`config.mk`:
```
export PLATFORM = sky130hd
export DESIGN_NAME = midpoint_ellipse_span_fill
export DESIGN_NICKNAME = d
export VERILOG_FILES = /design/src/mesf_pkg.sv /design/src/mesf_fifo.sv /design/src/mesf_front.sv /design/src/mesf_back.sv /design/src/midpoint_ellipse_span_fill.sv
export SDC_FILE = /design/constraint.sdc
export NUM_CORES = 2
export LEC_CHECK = 0
export BUFFER_PORTS_ARGS = -buffer_cell sky130_fd_sc_hd__buf_2
export CAP_MARGIN = 20
export CORE_MARGIN = 2
export CORE_UTILIZATION = 45
export DETAILED_ROUTE_END_ITERATION = 12
export GPL_TIMING_DRIVEN = 0
export PLACE_DENSITY = 0.61
export SYNTH_ARGS = -nofsm -noshare
export SYNTH_HDL_FRONTEND = slang
export SYNTH_SLANG_ARGS = --single-unit
export TNS_END_PERCENT = 30
```
`constraint.sdc`:
```
create_clock -name clock -period 9.2 [get_ports clock]
set_input_delay 0.92 -clock clock [delete_from_list [all_inputs] [get_ports clock]]
set_output_delay 0.92 -clock clock [all_outputs]
set_load 0.005 [all_outputs]
```
`src/mesf_pkg.sv`:
```
`timescale 1ns / 1ps

package mesf_pkg;

   localparam int MAX_RADIUS_DEF = 31;
   localparam int SPAN_CAP       = 63;

   localparam int COORD_W  = 11;
   localparam int OUT_W    = 12;
   localparam int RADIUS_W = 5;
   localparam int HEIGHT_W = 6;
   localparam int COLOR_W  = 16;

   localparam int SQ_W     = 2 * RADIUS_W;
   localparam int PRODRY_W = 15;
   localparam int PRODRR_W = 2 * SQ_W;
   localparam int PX_W     = 17;
   localparam int PY_W     = 16;
   localparam int X_W      = 6;
   localparam int N_W      = 6;
   localparam int SQR_W    = 14;
   localparam int P_W      = 32;

   localparam logic signed [P_W-1:0] ROUND4 = P_W'(3);

   typedef struct packed {
      logic signed [COORD_W-1:0]  cx;
      logic signed [COORD_W-1:0]  cy;
      logic [COLOR_W-1:0]         color;
      logic [RADIUS_W-1:0]        ry;
      logic [SQ_W-1:0]            rx2;
      logic [SQ_W-1:0]            ry2;
      logic [PRODRR_W-1:0]        rx2ry2;
      logic [PY_W-1:0]            py0;
      logic signed [P_W-1:0]      p1;
   } job_type;

   typedef struct packed {
      logic signed [OUT_W-1:0]    x_left;
      logic signed [OUT_W-1:0]    x_right;
      logic signed [OUT_W-1:0]    y_top;
      logic [HEIGHT_W-1:0]        height;
      logic [COLOR_W-1:0]         color;
      logic                       last;
   } span_type;

   typedef enum logic [2:0] {
      F_IDLE,
      F_SQX,
      F_SQY,
      F_PROD,
      F_PROD2,
      F_SUM,
      F_TRUNC,
      F_PUSH
   } front_state_type;

   typedef enum logic [3:0] {
      B_IDLE,
      B_CENTER,
      B_R1,
      B_M1,
      B_M2,
      B_M3,
      B_M4,
      B_M5,
      B_M6,
      B_R2
   } back_state_type;

   // divide by four, rounding toward zero
   function automatic logic signed [P_W-1:0] trunc4(input logic signed [P_W-1:0] v);
      logic signed [P_W-1:0] t;
      t = v[P_W-1] ? (v + ROUND4) : v;
      return t >>> 2;
   endfunction

endpackage

```
`src/mesf_fifo.sv`:
```
`timescale 1ns / 1ps

module mesf_fifo #(
   parameter int WIDTH = 1
) (
   input  logic             clock,
   input  logic             reset,
   input  logic             push,
   input  logic [WIDTH-1:0] din,
   output logic             full,
   input  logic             pop,
   output logic [WIDTH-1:0] dout,
   output logic             empty
);

   localparam int CNT_W = 2;
   localparam logic [CNT_W-1:0] CNT_FULL = CNT_W'(2);
   localparam logic [CNT_W-1:0] CNT_ONE  = CNT_W'(1);

   logic [CNT_W-1:0] count_ff, count_in;
   logic [WIDTH-1:0] slot0_ff, slot0_in;
   logic [WIDTH-1:0] slot1_ff, slot1_in;
   logic             do_push, do_pop;

   always_comb begin
      do_push  = push && (count_ff != CNT_FULL);
      do_pop   = pop && (count_ff != '0);
      count_in = count_ff;
      slot0_in = slot0_ff;
      slot1_in = slot1_ff;
      if (do_pop) begin
         slot0_in = slot1_ff;
      end
      if (do_push) begin
         if ((count_ff == '0) || ((count_ff == CNT_ONE) && do_pop)) begin
            slot0_in = din;
         end else begin
            slot1_in = din;
         end
      end
      if (do_push && !do_pop) begin
         count_in = count_ff + CNT_ONE;
      end else if (do_pop && !do_push) begin
         count_in = count_ff - CNT_ONE;
      end
   end

   always_ff @(posedge clock) begin
      if (reset) begin
         count_ff <= '0;
      end else begin
         count_ff <= count_in;
      end
      slot0_ff <= slot0_in;
      slot1_ff <= slot1_in;
   end

   assign full  = (count_ff == CNT_FULL);
   assign empty = (count_ff == '0);
   assign dout  = slot0_ff;

   a_full_not_empty: assert property (@(posedge clock) disable iff (reset)
      full |-> !empty) else $error("queue full and empty at once");

   a_push_fills: assert property (@(posedge clock) disable iff (reset)
      (push && !full) |=> !empty) else $error("accepted word lost");

   a_last_pop: assert property (@(posedge clock) disable iff (reset)
      (pop && !empty && !push && count_ff == CNT_ONE) |=> empty)
      else $error("queue not drained by last pop");

endmodule

```
`src/mesf_front.sv`:
```
`timescale 1ns / 1ps

module mesf_front #(
   parameter int MAX_RADIUS = mesf_pkg::MAX_RADIUS_DEF
) (
   input  logic                                 clock,
   input  logic                                 reset,
   input  logic                                 req_push,
   output logic                                 req_full,
   input  logic signed [mesf_pkg::COORD_W-1:0]  req_center_x,
   input  logic signed [mesf_pkg::COORD_W-1:0]  req_center_y,
   input  logic [mesf_pkg::RADIUS_W-1:0]        req_radius_x,
   input  logic [mesf_pkg::RADIUS_W-1:0]        req_radius_y,
   input  logic [mesf_pkg::COLOR_W-1:0]         req_color,
   output logic                                 job_push,
   output mesf_pkg::job_type                    job,
   input  logic                                 job_full
);

   import mesf_pkg::*;

   localparam int MUL_W = 2 * SQ_W;
   localparam logic [RADIUS_W-1:0] RMAX = RADIUS_W'(MAX_RADIUS);

   front_state_type            state_ff, state_in;
   logic signed [COORD_W-1:0]  cx_ff, cx_in, cy_ff, cy_in;
   logic [COLOR_W-1:0]         col_ff, col_in;
   logic [RADIUS_W-1:0]        rx_ff, rx_in, ry_ff, ry_in;
   logic [SQ_W-1:0]            rx2_ff, rx2_in, ry2_ff, ry2_in;
   logic [PRODRY_W-1:0]        rx2ry_ff, rx2ry_in;
   logic [PRODRR_W-1:0]        rx2ry2_ff, rx2ry2_in;
   logic signed [P_W-1:0]      q_ff, q_in, p1_ff, p1_in;
   logic [SQ_W-1:0]            mul_a, mul_b;
   logic [MUL_W-1:0]           prod;

   always_comb begin
      mul_a = '0;
      mul_b = '0;
      case (state_ff)
         F_SQX: begin
            mul_a = SQ_W'(rx_ff);
            mul_b = SQ_W'(rx_ff);
         end
         F_SQY: begin
            mul_a = SQ_W'(ry_ff);
            mul_b = SQ_W'(ry_ff);
         end
         F_PROD: begin
            mul_a = rx2_ff;
            mul_b = SQ_W'(ry_ff);
         end
         F_PROD2: begin
            mul_a = rx2_ff;
            mul_b = ry2_ff;
         end
         default: ;
      endcase
      prod = MUL_W'(mul_a) * MUL_W'(mul_b);
   end

   always_comb begin
      cx_in     = cx_ff;
      cy_in     = cy_ff;
      col_in    = col_ff;
      rx_in     = rx_ff;
      ry_in     = ry_ff;
      rx2_in    = rx2_ff;
      ry2_in    = ry2_ff;
      rx2ry_in  = rx2ry_ff;
      rx2ry2_in = rx2ry2_ff;
      q_in      = q_ff;
      p1_in     = p1_ff;
      case (state_ff)
         F_IDLE: begin
            if (req_push) begin
               cx_in  = req_center_x;
               cy_in  = req_center_y;
               col_in = req_color;
               rx_in  = (req_radius_x > RMAX) ? RMAX : req_radius_x;
               ry_in  = (req_radius_y > RMAX) ? RMAX : req_radius_y;
            end
         end
         F_SQX:   rx2_in    = prod[SQ_W-1:0];
         F_SQY:   ry2_in    = prod[SQ_W-1:0];
         F_PROD:  rx2ry_in  = prod[PRODRY_W-1:0];
         F_PROD2: rx2ry2_in = prod[PRODRR_W-1:0];
         F_SUM:   q_in = P_W'({ry2_ff, 2'b00}) + P_W'(rx2_ff) - P_W'({rx2ry_ff, 2'b00});
         F_TRUNC: p1_in = trunc4(q_ff);
         default: ;
      endcase
   end

   always_comb begin
      state_in = state_ff;
      unique case (state_ff)
         F_IDLE:  if (req_push) state_in = F_SQX;
         F_SQX:   state_in = F_SQY;
         F_SQY:   state_in = F_PROD;
         F_PROD:  state_in = F_PROD2;
         F_PROD2: state_in = F_SUM;
         F_SUM:   state_in = F_TRUNC;
         F_TRUNC: state_in = F_PUSH;
         F_PUSH:  if (!job_full) state_in = F_IDLE;
         default: state_in = F_IDLE;
      endcase
   end

   always_comb begin
      req_full   = 1'b1;
      job_push   = 1'b0;
      job.cx     = cx_ff;
      job.cy     = cy_ff;
      job.color  = col_ff;
      job.ry     = ry_ff;
      job.rx2    = rx2_ff;
      job.ry2    = ry2_ff;
      job.rx2ry2 = rx2ry2_ff;
      job.py0    = {rx2ry_ff, 1'b0};
      job.p1     = p1_ff;
      unique case (state_ff)
         F_IDLE:  req_full = 1'b0;
         F_PUSH:  job_push = 1'b1;
         default: ;
      endcase
   end

   always_ff @(posedge clock) begin
      if (reset) begin
         state_ff <= F_IDLE;
      end else begin
         state_ff <= state_in;
      end
      cx_ff     <= cx_in;
      cy_ff     <= cy_in;
      col_ff    <= col_in;
      rx_ff     <= rx_in;
      ry_ff     <= ry_in;
      rx2_ff    <= rx2_in;
      ry2_ff    <= ry2_in;
      rx2ry_ff  <= rx2ry_in;
      rx2ry2_ff <= rx2ry2_in;
      q_ff      <= q_in;
      p1_ff     <= p1_in;
   end

   a_accept_starts: assert property (@(posedge clock) disable iff (reset)
      (req_push && !req_full) |=> (state_ff == F_SQX))
      else $error("accepted request did not start setup");

   a_radius_limit: assert property (@(posedge clock) disable iff (reset)
      (state_ff != F_IDLE) |-> (rx_ff <= RMAX && ry_ff <= RMAX))
      else $error("radius above limit");

   a_push_hold: assert property (@(posedge clock) disable iff (reset)
      (job_push && job_full) |=> (state_ff == F_PUSH && $stable(p1_ff)))
      else $error("stalled job not held");

endmodule

```
`src/mesf_back.sv`:
```
`timescale 1ns / 1ps

module mesf_back (
   input  logic               clock,
   input  logic               reset,
   input  mesf_pkg::job_type  job,
   input  logic               job_empty,
   output logic               job_pop,
   output mesf_pkg::span_type span,
   output logic               span_push,
   input  logic               span_full
);

   import mesf_pkg::*;

   localparam int MUL_W = SQ_W + SQR_W;
   localparam logic [N_W-1:0] NCAP = N_W'(SPAN_CAP);

   back_state_type             state_ff, state_in;
   logic signed [COORD_W-1:0]  cx_ff, cx_in, cy_ff, cy_in;
   logic [COLOR_W-1:0]         col_ff, col_in;
   logic [SQ_W-1:0]            rx2_ff, rx2_in, ry2_ff, ry2_in;
   logic [PRODRR_W-1:0]        rx2ry2_ff, rx2ry2_in;
   logic [X_W-1:0]             x_ff, x_in, x_step;
   logic [RADIUS_W-1:0]        y_ff, y_in, y_step;
   logic [PX_W-1:0]            px_ff, px_in, px_step;
   logic [PY_W-1:0]            py_ff, py_in, py_step;
   logic signed [P_W-1:0]      p_ff, p_in, p_step;
   logic signed [P_W-1:0]      acc_ff, acc_in;
   logic [SQR_W-1:0]           sq_ff, sq_in;
   logic [N_W-1:0]             n_ff, n_in, n_step;
   logic                       last_step;
   logic [SQ_W:0]              two_rx2, two_ry2;
   logic [SQ_W-1:0]            mul_a;
   logic [SQR_W-1:0]           mul_b;
   logic [MUL_W-1:0]           prod;
   logic                       emit;

   assign two_rx2 = {rx2_ff, 1'b0};
   assign two_ry2 = {ry2_ff, 1'b0};

   always_comb begin
      n_step    = n_ff + N_W'(1);
      x_step    = x_ff;
      y_step    = y_ff;
      px_step   = px_ff;
      py_step   = py_ff;
      p_step    = p_ff;
      last_step = 1'b0;
      case (state_ff)
         B_R1: begin
            x_step  = x_ff + X_W'(1);
            px_step = px_ff + PX_W'(two_ry2);
            if (p_ff[P_W-1]) begin
               p_step = p_ff + P_W'(ry2_ff) + P_W'(px_step);
            end else begin
               y_step  = y_ff - RADIUS_W'(1);
               py_step = py_ff - PY_W'(two_rx2);
               p_step  = p_ff + P_W'(ry2_ff) + P_W'(px_step) - P_W'(py_step);
            end
            last_step = (n_step == NCAP)
                     || (!(px_step < PX_W'(py_step)) && (y_step == '0));
         end
         B_R2: begin
            y_step  = y_ff - RADIUS_W'(1);
            py_step = py_ff - PY_W'(two_rx2);
            if (!p_ff[P_W-1] && (p_ff != '0)) begin
               p_step = p_ff + P_W'(rx2_ff) - P_W'(py_step);
            end else begin
               x_step  = x_ff + X_W'(1);
               px_step = px_ff + PX_W'(two_ry2);
               p_step  = p_ff + P_W'(rx2_ff) - P_W'(py_step) + P_W'(px_step);
            end
            last_step = (n_step == NCAP) || (y_step == '0);
         end
         default: ;
      endcase
   end

   always_comb begin
      mul_a = '0;
      mul_b = '0;
      case (state_ff)
         B_M1: begin
            mul_a = SQ_W'({x_ff, 1'b1});
            mul_b = SQR_W'({x_ff, 1'b1});
         end
         B_M2: begin
            mul_a = ry2_ff;
            mul_b = sq_ff;
         end
         B_M3: begin
            mul_a = SQ_W'(y_ff - RADIUS_W'(1));
            mul_b = SQR_W'(y_ff - RADIUS_W'(1));
         end
         B_M4: begin
            mul_a = rx2_ff;
            mul_b = sq_ff;
         end
         default: ;
      endcase
      prod = MUL_W'(mul_a) * MUL_W'(mul_b);
   end

   always_comb begin
      span.color   = col_ff;
      span.x_left  = OUT_W'(cx_ff) - OUT_W'(x_step);
      span.x_right = OUT_W'(cx_ff) + OUT_W'(x_step);
      span.y_top   = OUT_W'(cy_ff) - OUT_W'(y_step);
      span.height  = {y_step, 1'b0};
      span.last    = (state_ff == B_CENTER) ? (y_ff == '0) : last_step;
   end

   always_comb begin
      cx_in     = cx_ff;
      cy_in     = cy_ff;
      col_in    = col_ff;
      rx2_in    = rx2_ff;
      ry2_in    = ry2_ff;
      rx2ry2_in = rx2ry2_ff;
      x_in      = x_ff;
      y_in      = y_ff;
      px_in     = px_ff;
      py_in     = py_ff;
      p_in      = p_ff;
      acc_in    = acc_ff;
      sq_in     = sq_ff;
      n_in      = n_ff;
      case (state_ff)
         B_IDLE: begin
            if (!job_empty) begin
               cx_in     = job.cx;
               cy_in     = job.cy;
               col_in    = job.color;
               rx2_in    = job.rx2;
               ry2_in    = job.ry2;
               rx2ry2_in = job.rx2ry2;
               x_in      = '0;
               y_in      = job.ry;
               px_in     = '0;
               py_in     = job.py0;
               p_in      = job.p1;
               n_in      = '0;
            end
         end
         B_CENTER: begin
            if (!span_full) n_in = n_step;
         end
         B_R1, B_R2: begin
            if (!span_full) begin
               x_in  = x_step;
               y_in  = y_step;
               px_in = px_step;
               py_in = py_step;
               p_in  = p_step;
               n_in  = n_step;
            end
         end
         B_M1:    sq_in  = prod[SQR_W-1:0];
         B_M2:    acc_in = P_W'(prod);
         B_M3:    sq_in  = prod[SQR_W-1:0];
         B_M4:    acc_in = acc_ff + P_W'({prod, 2'b00});
         B_M5:    acc_in = acc_ff - P_W'({rx2ry2_ff, 2'b00});
         B_M6:    p_in   = trunc4(acc_ff);
         default: ;
      endcase
   end

   always_comb begin
      state_in = state_ff;
      unique case (state_ff)
         B_IDLE: if (!job_empty) state_in = B_CENTER;
         B_CENTER: begin
            if (!span_full) begin
               if (y_ff == '0) begin
                  state_in = B_IDLE;
               end else if (py_ff != '0) begin
                  state_in = B_R1;
               end else begin
                  state_in = B_M1;
               end
            end
         end
         B_R1: begin
            if (!span_full) begin
               if (last_step) begin
                  state_in = B_IDLE;
               end else if (!(px_step < PX_W'(py_step))) begin
                  state_in = B_M1;
               end
            end
         end
         B_M1: state_in = B_M2;
         B_M2: state_in = B_M3;
         B_M3: state_in = B_M4;
         B_M4: state_in = B_M5;
         B_M5: state_in = B_M6;
         B_M6: state_in = B_R2;
         B_R2: if (!span_full && last_step) state_in = B_IDLE;
         default: state_in = B_IDLE;
      endcase
   end

   always_comb begin
      job_pop = 1'b0;
      emit    = 1'b0;
      unique case (state_ff)
         B_IDLE:             job_pop = !job_empty;
         B_CENTER, B_R1, B_R2: emit  = !span_full;
         default: ;
      endcase
      span_push = emit;
   end

   always_ff @(posedge clock) begin
      if (reset) begin
         state_ff <= B_IDLE;
      end else begin
         state_ff <= state_in;
      end
      cx_ff     <= cx_in;
      cy_ff     <= cy_in;
      col_ff    <= col_in;
      rx2_ff    <= rx2_in;
      ry2_ff    <= ry2_in;
      rx2ry2_ff <= rx2ry2_in;
      x_ff      <= x_in;
      y_ff      <= y_in;
      px_ff     <= px_in;
      py_ff     <= py_in;
      p_ff      <= p_in;
      acc_ff    <= acc_in;
      sq_ff     <= sq_in;
      n_ff      <= n_in;
   end

   a_r1_active: assert property (@(posedge clock) disable iff (reset)
      (state_ff == B_R1) |-> (px_ff < PX_W'(py_ff)))
      else $error("region one entered with px not below py");

   a_r2_active: assert property (@(posedge clock) disable iff (reset)
      (state_ff == B_R2) |-> (y_ff != '0))
      else $error("region two entered at y zero");

   a_last_ends: assert property (@(posedge clock) disable iff (reset)
      (span_push && !span_full && span.last) |=> (state_ff == B_IDLE))
      else $error("span walk continued past last word");

   a_setup_under_cap: assert property (@(posedge clock) disable iff (reset)
      (state_ff == B_M1) |-> (n_ff < NCAP))
      else $error("region two setup after span cap");

endmodule

```
`src/midpoint_ellipse_span_fill.sv`:
```
`timescale 1ns / 1ps
// Filled-ellipse span generator.
// Request channel (req_*): push a word holding centre, radii and colour
// while req_full is low. Radii above MAX_RADIUS are clamped.
// Response channel (rsp_*): while rsp_empty is low the oldest span word
// is on the rsp_ ports; rsp_pop takes it. The first word of a request is
// the centre column, each later word a mirrored column pair with its top
// row and height; rsp_last marks the final word (at most 63 per request).
// Path: the front setup states (squares, products, sum, truncation) push
// a job into the job queue; the back takes it, then emits the centre word.
// Throughput: one span word per cycle while the response queue is not full;
// the walk adds an idle state per request and the region-two setup steps
// (B_M1 to B_M6) on the back's shared multiplier. Setup of the next
// request overlaps the current walk through a two-word job queue.
// Reset clears all control state; no request is in flight afterward.
// When the receiver stalls, the span walk holds and the two-word response
// queue keeps the pending words; no word is dropped or repeated.
module midpoint_ellipse_span_fill #(
   parameter int MAX_RADIUS = mesf_pkg::MAX_RADIUS_DEF
) (
   input  logic                                 clock,
   input  logic                                 reset,
   input  logic                                 req_push,
   output logic                                 req_full,
   input  logic signed [mesf_pkg::COORD_W-1:0]  req_center_x,
   input  logic signed [mesf_pkg::COORD_W-1:0]  req_center_y,
   input  logic [mesf_pkg::RADIUS_W-1:0]        req_radius_x,
   input  logic [mesf_pkg::RADIUS_W-1:0]        req_radius_y,
   input  logic [mesf_pkg::COLOR_W-1:0]         req_color,
   output logic                                 rsp_empty,
   input  logic                                 rsp_pop,
   output logic signed [mesf_pkg::OUT_W-1:0]    rsp_x_left,
   output logic signed [mesf_pkg::OUT_W-1:0]    rsp_x_right,
   output logic signed [mesf_pkg::OUT_W-1:0]    rsp_y_top,
   output logic [mesf_pkg::HEIGHT_W-1:0]        rsp_height,
   output logic [mesf_pkg::COLOR_W-1:0]         rsp_span_color,
   output logic                                 rsp_last
);

   import mesf_pkg::*;

   job_type  job_in_word, job_out_word;
   span_type span_in_word, span_out_word;
   logic     job_push, job_full, job_pop, job_empty;
   logic     span_push, span_full;

   mesf_front #(
      .MAX_RADIUS (MAX_RADIUS)
   ) u_front (
      .clock        (clock),
      .reset        (reset),
      .req_push     (req_push),
      .req_full     (req_full),
      .req_center_x (req_center_x),
      .req_center_y (req_center_y),
      .req_radius_x (req_radius_x),
      .req_radius_y (req_radius_y),
      .req_color    (req_color),
      .job_push     (job_push),
      .job          (job_in_word),
      .job_full     (job_full)
   );

   mesf_fifo #(
      .WIDTH ($bits(job_type))
   ) u_job_queue (
      .clock (clock),
      .reset (reset),
      .push  (job_push),
      .din   (job_in_word),
      .full  (job_full),
      .pop   (job_pop),
      .dout  (job_out_word),
      .empty (job_empty)
   );

   mesf_back u_back (
      .clock     (clock),
      .reset     (reset),
      .job       (job_out_word),
      .job_empty (job_empty),
      .job_pop   (job_pop),
      .span      (span_in_word),
      .span_push (span_push),
      .span_full (span_full)
   );

   mesf_fifo #(
      .WIDTH ($bits(span_type))
   ) u_span_queue (
      .clock (clock),
      .reset (reset),
      .push  (span_push),
      .din   (span_in_word),
      .full  (span_full),
      .pop   (rsp_pop),
      .dout  (span_out_word),
      .empty (rsp_empty)
   );

   assign rsp_x_left     = span_out_word.x_left;
   assign rsp_x_right    = span_out_word.x_right;
   assign rsp_y_top      = span_out_word.y_top;
   assign rsp_height     = span_out_word.height;
   assign rsp_span_color = span_out_word.color;
   assign rsp_last       = span_out_word.last;

endmodule

```
==> impl_metrics.csv <==
group,metric,value,unit
run_status,outcome,"complete, no violations",
layout,area_growth,14.5,%
sta,rsz0062_at_grt,"true",
logic_synthesis,netlist_instances,4830,
global_route,grt_pass1_wl,215,mm
worst_setup_path,endpoint_kind,"flop",
worst_setup_path,crit_type,"flop to flop",
sta,worst_pin_slew,1080,ps
worst_setup_path,crit_slowest_cell,"fa_1",
worst_setup_path,reg2reg_depth,36,
sta,min_period_over_period,99.3,%
global_route,antenna_found_initial,3,
route,ant_nets,0,
floorplanning,start_util,45.3,%
cts,clk_latency,690,ps
floorplanning,core-area,0.107,mm²
job,cap_viol_max_count,0,
sta,finalSetupViolations,0,
floorplanning,die_w,332,µm
route,viasPerCell,5.61,
logic_synthesis,synth_area,0.0485,mm²
placement,dp_hpwl,109,mm
floorplanning,die_h,332,µm
worst_setup_path,critPathLaunchType,"flop",
route,drc_errors,0,
route,via_count,37000,
placement,io_buffer_count,102,
logic_synthesis,yosysTopAreaCell,"edfxtp_1",
route,routed_wl,141,mm
worst_setup_path,path_common_cell,"fa_1",
cts,clockRootBuffer,"clkbuf_16",
layout,antenna_cells,0,
floorplanning,rows,120,
worst_setup_path,startpoint,"u_back.y_ff[1]",
worst_setup_path,endpoint,"u_back.acc_ff[25]",
cts,htree_levels,3,
logic_synthesis,ys_seq_area_share,42.5,%
logic_synthesis,ys_warn_count,0,
sta,period_needed,9130,ps
sta,slew_headroom,27.5,%
logic_synthesis,synth_top_area_share,34.2,%
worst_setup_path,cpLargestDelayFamily,"adder cells",
logic_synthesis,async_flop_share,0,%
cts,numCtsBuffers,85,
route,drtIter0Drc,3388,
logic_synthesis,syn_avg_cell_area,10.0,µm²
worst_setup_path,r2r-end,"u_back.acc_ff[25]",
logic_synthesis,synth_edf_count,553,
logic_synthesis,synth_nets,5428,
logic_synthesis,synth_cell_type_count,85,
cts,clockBufferDepth,3,
logic_synthesis,ys_seq_elements,754,
sta,slew_violations,0,
layout,drive_above_1_share,10.2,%
cts,cts_tree,"yes",
worst_setup_path,cp.required,9600,ps
route,avgRoutedWirePerCell,21.4,µm
worst_setup_path,cp_num_cells,36,
global_route,first_global_vias,35700,
cts,clkSinkCount,754,
global_route,grt_overflow,0,
worst_setup_path,arrival,9530,ps
layout,fin_nets,5707,
sta,fin_worst_skew,33.7,ps
placement,place_congestion,0.948,
worst_setup_path,cp_max_fo,5,
logic_synthesis,synthFlopType,"edfxtp_1",
floorplanning,dieArea,0.110,mm²
cts,cts_hold_buf,0,
floorplanning,ioPinCount,113,
route,drtPass1Iterations,8,
sta,max_freq,110,MHz
worst_setup_path,critPathBufInv,5,
cts,path_clk_slew,60,ps
global_route,grt_max_degree,66,
logic_synthesis,synth_area_leaders,"edfxtp_1 34%, ha_1 9.3%, dfxtp_1 8.3%, fa_1 7.7%, nand2_1 4.4%",
global_route,grtUsageTotal,25.2,%
sta,hold_violations,0,
worst_setup_path,reg2reg_from,"u_back.y_ff[1]",
min_path,hold_class,"input pin to flop",
sta,tns,0,ps
worst_setup_path,rrSetupSlack,70,ps
worst_setup_path,cpPeakStageDelay,550,ps
==> through the flow <==
step | utilization [%] | hold slack (ps) | setup slack (ps) | cells | cell area, µm²
3_3_place_gp | 47.4 | 409 | -1810 | 6335 | 50800
6_report | 51.9 | 411 | 67.5 | 6584 | 55600
4_1_cts | 51.4 | 373 | 0.948 | 6556 | 55000
2_1_floorplan | - | 405 | 16.5 | 4830 | 48500
5_1_grt | 51.9 | 375 | -202 | 6584 | 55600
3_5_place_dp | 47.8 | 414 | -1810 | 6360 | 51200
==> flip-flops by register name (all words and copies together) (netlist names), 20 cells and up <==
register,count
u_back.p_ff,32
u_front.q_ff,30
u_job_queue.dout,131
u_back.acc_ff,32
u_back.rx2ry2_ff,20
u_front.p1_ff,30
u_job_queue.slot1_ff,128
u_front.rx2ry2_ff,20
u_span_queue.dout,59
u_span_queue.slot1_ff,57
==> kinds of logic after synthesis <==
kind of cell	Yosys count	synth area share [%]
compound gates	1044	13.5
mux	151	3.14
simple gates	1424	13.3
xor+xnor	338	6.10
flops	754	42.5
buf+inv	573	4.45
fa+ha+maj	546	17.0
==> metal layers <==
| metal | track usage (%) | part of all wire [%] |
|---|---|---|
| met1 | 34.0 | 43 |
| met2 | 40.1 | 45 |
| met3 | 3.76 | 6.5 |
| met4 | 11.5 | 5.2 |
| met5 | 0 | 0 |
==> worst register-to-register path: cells and delay by family (launching register included) <==
family / cells / cell delay [ps]
adders and majority gates: 7 / 3110
xor gates and xnor gates: 3 / 470
buffers and inverters: 5 / 640
DFF: 1 / 420
and+or+nand+nor: 7 / 1250
AOI/OAI and AO/OA: 14 / 2930
==> worst min path at each step <==
| stage | slack [ps] | from | cells after the start | endpoint |
|---|---|---|---|---|
| final | 410 | req_color[2] | 1 | u_front.col_ff[2] |
| after detailed placement | 410 | u_job_queue.dout[123] | 0 | u_back.cx_ff[3] |
| after global routing | 370 | req_color[2] | 1 | u_front.col_ff[2] |
| after floorplan | 410 | u_job_queue.dout[32] | 2 | u_job_queue.dout[32] |
| after global placement | 410 | u_job_queue.dout[126] | 0 | u_back.cx_ff[6] |
| after CTS | 370 | req_color[2] | 1 | u_front.col_ff[2] |
==> what timing repair did <==
action	4_1_cts	5_1_grt
resized for setup	137	71
pin swaps	29	29
setup endpoints to repair	19	10
buffers inserted	40	30
cloned	0	1
==> layout by cell type, fill, tap and decap left out, types with 16 or more instances in the layout <==
| master | instances |
|---|---|
| nor4_1 | 16 |
| o221ai_1 | 21 |
| nand3_1 | 95 |
| a21oi_1 | 228 |
| xnor2_1 | 205 |
| o21ai_0 | 314 |
| a211oi_1 | 20 |
| o211ai_1 | 17 |
| nor2_1 | 381 |
| and3_1 | 45 |
| nor3_1 | 52 |
| a21o_1 | 88 |
| nor2b_1 | 40 |
| buf_4 | 65 |
| a22oi_1 | 19 |
| clkbuf_1 | 170 |
| fa_1 | 184 |
| o21a_1 | 35 |
| a31oi_1 | 82 |
| mux2i_1 | 142 |
| xor2_1 | 125 |
| inv_1 | 372 |
| nand2_1 | 560 |
| nand4_1 | 33 |
| o21bai_1 | 34 |
| nand2b_1 | 49 |
| or2_2 | 21 |
| ha_1 | 348 |
| or3_1 | 17 |
| and2_1 | 19 |
| edfxtp_1 | 553 |
| buf_2 | 110 |
| clkbuf_16 | 90 |
| dfxtp_1 | 199 |
==> Yosys cell counts (45+ instances only) <==
cell type,number
clkbuf_1,175
a31oi_1,83
xor2_1,128
a21oi_1,243
ha_1,360
xnor2_1,210
inv_1,379
fa_1,186
nand3_1,96
mux2i_1,142
dfxtp_1,201
nand2_1,564
and3_1,45
nor2_1,388
a21o_1,96
o21ai_0,324
nor3_1,62
edfxtp_1,553
nand2b_1,50
==> final cells by class <==
cell class,count,area (µm²)
well taps,1403,1760
repair buffers,197,1480
clock inverters,46,533
plain buffers,187,868
flip-flops and latches,754,20600
fillers,9684,51500
clock buffers,113,2390
multi-input cells,3503,26500
inverters,381,1440
Power is left out: the tool's default activity adds up to more than one toggle a clock period on the data nets, which glitch-free logic cannot reach.
